File: src/hw/rtl/bpeq_ram.sv
// ----------------------------------------------------------------------------
// bpeq_ram
// generic single-port-write, single-port-read ram with registered read
// ----------------------------------------------------------------------------
module bpeq_ram #(
  parameter int WIDTH = 8,
  parameter int DEPTH = 256
) (
  input  logic                     clk,
  input  logic                     we,
  input  logic [$clog2(DEPTH)-1:0] waddr,
  input  logic [WIDTH-1:0]         wdata,
  input  logic [$clog2(DEPTH)-1:0] raddr,
  output logic [WIDTH-1:0]         rdata
);
  logic [WIDTH-1:0] mem [DEPTH];

  always_ff @(posedge clk) begin
    if (we) begin
      mem[waddr] <= wdata;
    end
    rdata <= mem[raddr];
  end
endmodule

File: config.mk
export PLATFORM = sky130hd
export DESIGN_NAME = bpeq_ram
export DESIGN_NICKNAME = d
export VERILOG_FILES = /design/src/hw/rtl/bpeq_ram.sv
export SDC_FILE = /design/constraint.sdc
export NUM_CORES = 2
export LEC_CHECK = 0
export ABC_CLOCK_PERIOD_IN_PS = 1940
export BUFFER_PORTS_ARGS = -buffer_cell sky130_fd_sc_hd__buf_4
export CAP_MARGIN = 20
export CORE_ASPECT_RATIO = 1.1
export CORE_UTILIZATION = 53
export CTS_CLUSTER_DIAMETER = 40
export DETAILED_ROUTE_END_ITERATION = 16
export PLACE_DENSITY = 0.79
export RECOVER_POWER = 100
export SETUP_SLACK_MARGIN = 0.3
export SLEW_MARGIN = 0
export SYNTH_ARGS = -nofsm -noshare
export SYNTH_HDL_FRONTEND = slang
export SYNTH_SLANG_ARGS = --single-unit
File: constraint.sdc
create_clock -name clk -period 1.94 [get_ports clk]
set_input_delay 0.097 -clock clk [delete_from_list [all_inputs] [get_ports clk]]
set_output_delay 0.097 -clock clk [all_outputs]
set_load 0.03 [all_outputs]
After elaboration in Yosys (flattened, before gate mapping)
Memories as Yosys holds them, arrays and structs flattened. A register that Yosys moved wholly into a read port is not among the register bits.
Index checks and enable logic that the tools add are counted.
{"block": "word_totals", "regBits": 0, "ramBits": 2048, "output_inout_bits": 8, "mem_count": 1}
{"name": "mem", "words": 256, "word_bits": 8, "read_ports": 1, "rd_clocked_by_memory_dff": 1, "write_ports": 1, "line": "16", "text": "logic [WIDTH-1:0] mem [DEPTH];"}
{"block": "classes", "mux": 2}
{"operator": "1-bit 2-to-1 mux", "count": 2}

Longest topological paths before layout
{"block": "logic_depth", "depth_word": 2, "mapped_depth": 11, "depth_no_buf": 6}

Worst setup path before layout
Ideal clock, no wire load.
{"block": "synth_path", "path_type": "input -> register", "from": "in raddr[0]", "to": "reg rdata[2], read port of mem", "setup_ps": 131, "arrival_ps": 1904, "setup_slack_ps": -95, "stages": 9, "n_path_buf": 4, "cell_sequence": "buf_6 > buf_12 > buf_8 > buf_2 > mux4_2 > a22oi_1 > a21oi_1 > nor4_1 > nor4_2"}
{"item": "from (decl)", "line": "13", "text": "input logic [$clog2(DEPTH)-1:0] raddr,"}
{"item": "to (decl)", "line": "14", "text": "output logic [WIDTH-1:0] rdata"}

==> metrics.yaml <==
routing:
  num_vias: 42304
  firstDrtPassIters: 8
  drc_errors: 0
  ant_nets: 0
  wl_per_cell_um: 31.73
  vias_per_cell: 6.521
  wl_mm: 205.9
  drtIter0Drc: 5833
yosys:
  syn-num-nets: 3759
  synthDominantCellAreaShare_pct: 77.30
  yosysTopAreaCell: "edfxtp_1"
  syn_avg_cell_area_sq_um: 21.31
  synth_edf_count: 2048
  synth_ff_type: "edfxtp_1"
  synth_cells: 3733
  synth.distinct_cells: 55
  synthArstFlopShare_pct: 0
  seq_area_frac_synth_pct: 77.50
  yosysWarnings: 0
  synthTopCellsByArea: "edfxtp_1 77%, mux4_2 13%, mux2i_1 1.7%"
  synth-seq-cells: 2056
  syn_area_sq_um: 79560
clocking:
  clockBufferDepth: 3
  cts_root_buffer: "clkbuf_16"
  clock_sinks: 2056
  cts_tree: "built"
  worstSkewPairLatency_ns: 0.84
  htree_levels: 4
  path_clk_slew_ns: 0.06
  cts_inserted_buffers: 196
timing:
  finalWorstSetupSlack_ns: -0.4183
  setup-tns-final_ns: -47.90
  timing.fmax_mhz: 424.0
  setup_viol: 627
  period_minus_slack_ns: 2.358
  fin_crit_sh_pct: 121.6
  drv_slew: 157
  worst_pin_slew_ns: 1.913
  timing_hold_violations_final: 0
  fin_hold_ws_ns: 0.05913
  rsz0062_at_grt: "yes"
  max_slew_margin_pct: -27.53
  clock_skew_ns: 0.03236
layout:
  num-fill-cells: 9342
  nNetsFinal: 4389
  postLayoutCellArea_sq_um: 93920
  drive_gt1_share_pct: 34.36
  finish.utilization_pct: 63.24
  synthToLayoutAreaGrowth_pct: 18.05
  final_cells: 6487
placement:
  placed_area_sq_um: 87400
  port_buffers: 33
  place_inst: 6090
  place_hpwl_mm: 130.0
  gp_congestion: 0.9062
setup_path:
  critical_path_class: "flop to flop"
  required_ns: 2.64
  cp-end-kind: "flop"
  r2r_cells: 6
  r2r_slack_ns: -0.42
  r2r-end: "rdata[4]"
  worstSetupStartpointType: "flop"
  rr_startpoint: "mem[67][4]"
  crit_fanout: 1
  crit_arrival_ns: 3.06
global_route:
  grt_pass1_vias: 43159
  grt-ovfl-total: 0
  grt_pass1_wl_mm: 298.5
  groute.usage.overall_pct: 27.50
  antenna_found_initial: 7
  grt_max_degree: 79
hold_path:
  hold_path.startpoint: "waddr[7]"
  holdPathEnd: "mem[222][5]"
  hold_depth: 4
  worstHoldPathType: "input port to flop"
floorplan:
  num_rows: 148
  die_x_um: 371.4
  core_area_sq_um: 148500
  io_pins: 34
  die_h_um: 408.3
  die_area_sq_um: 151700
  start_util_pct: 53.57
outcome:
  status: "complete, but fails checks"
  violations: "capacitance limit, slew limit, setup timing"
power:
  p_sw_uw: 19920
  p_int_uw: 73530
  p_seq_share_pct: 52.5
  swShare_pct: 21.31
  p_leak_uw: 0.03005
  vdd_drop_max_mv: 0.7271
  clockPowerShare_pct: 41.7
  power_frac_comb_pct: 5.7
  p_per_area_nw_per_um2: 995.0
run:
  maxCapViolations: 3
## registers in the layout (all words and copies together) (netlist names)
signal,cells
rdata,8
mem,2048
## power groups by stage
| stage | registers, uW | clock network, uW | logic (uW) |
|---|---|---|---|
| 2_1_floorplan | 50000 | 0 | 2500 |
| 3_3_place_gp | 50000 | 0 | 5060 |
| 3_5_place_dp | 50000 | 0 | 5180 |
| 4_1_cts | 49100 | 39200 | 5400 |
| 5_1_grt | 49100 | 40900 | 5550 |
| 6_report | 49100 | 39000 | 5360 |
## kinds of logic (layout without fill, tap and decap cells)
kind of cell,Yosys count,after routing,synth area share [%]
DFF,2056,2056,77.50
muxes,591,591,14.62
and+or+nand+nor,466,466,2.628
AOI/OAI and AO/OA,385,385,3.419
buffers and inverters,235,1030,1.831
other,0,9,0
## through the flow
| stage | setup slack (ns) | total power, uW |
|---|---|---|
| 2_1_floorplan | 0.02417 | 52510 |
| 3_3_place_gp | -1.053 | 55070 |
| 3_5_place_dp | -1.090 | 55200 |
| 4_1_cts | -0.3819 | 93680 |
| 5_1_grt | -0.4210 | 95490 |
| 6_report | -0.4183 | 93450 |
## layout make-up
type	count	area [sq um]	share of cell area (%)
flip-flops and latches	2056	61660	65.65
multi-input cells	1442	17540	18.68
repair buffers	665	5665	6.032
clock buffers	241	5220	5.558
well taps	1950	2440	2.598
clock inverters	122	1358	1.445
diodes	9	22.52	0.02398
inverters	2	7.507	0.007994
## worst max-delay path by stage
stage / startpoint / to / slack, ns / depth (start not counted)
6_report: mem[67][4] / rdata[4] / -0.42 / 6
5_1_grt: mem[135][4] / rdata[4] / -0.42 / 8
4_1_cts: mem[135][4] / rdata[4] / -0.38 / 8
3_5_place_dp: raddr[0] / rdata[1] / -1.09 / 9
3_3_place_gp: raddr[0] / rdata[1] / -1.05 / 9
2_1_floorplan: raddr[0] / rdata[0] / 0.02 / 9
## Yosys cell counts, types with 13 or more instances
master,instances
nor4_1,24
buf_2,31
buf_6,21
mux2i_1,134
clkbuf_1,111
nand2_1,33
edfxtp_1,2048
nand3_1,34
buf_4,27
buf_1,22
a221oi_1,13
nor2_1,282
buf_8,13
nor3_1,22
a211oi_1,16
o221ai_1,46
a22oi_1,133
nor2b_1,31
o22ai_1,28
mux4_2,454
a21oi_1,96
## per-layer routing
metal	part of all wire, %	GRT usage (%)	up-vias
met2	49	44.63	2951
li1	-	-	16974
met3	12	6.317	544
met5	0.017	0	-
met1	34	35.96	21829
met4	4.9	11.45	6
## layout by cell type (no fill, tap or decap), types with 12 or more instances in the layout
cell type,Yosys,layout
clkbuf_4,0,54
nand2_1,33,32
mux2i_1,134,134
nor2_4,0,88
a21oi_1,96,93
clkbuf_2,0,54
o221ai_1,46,44
bufinv_16,0,24
clkbuf_16,0,201
buf_4,27,401
buf_2,31,43
clkinv_2,0,34
mux4_2,454,455
buf_12,8,69
nor3_1,22,14
clkinvlp_4,0,12
dlygate4sd3_1,0,18
nor2b_1,31,27
clkinv_1,1,30
edfxtp_1,2048,2048
a22oi_1,133,132
clkbuf_1,111,49
nor2_2,0,15
o22ai_1,28,28
nor2_1,282,179
nand3_1,34,30
## what timing repair did
item | 4_1_cts | 5_1_grt
hold endpoints to repair | 1021 | 0
setup buffers | 0 | 7
resized for setup | 61 | 17
hold buffers | 18 | 0
setup endpoints to repair | 16 | 142
cloned | 0 | 0
pin swaps | 17 | 16
## critical path, cell delays in order, from the launching register on
cell      delay, ns
edfxtp_1       0.40
mux4_2         0.51
mux4_2         0.55
nor2b_4        0.17
nor4_4         0.35
buf_4          0.20
nor4_1         0.05
(Power assumes the default switching activity.)
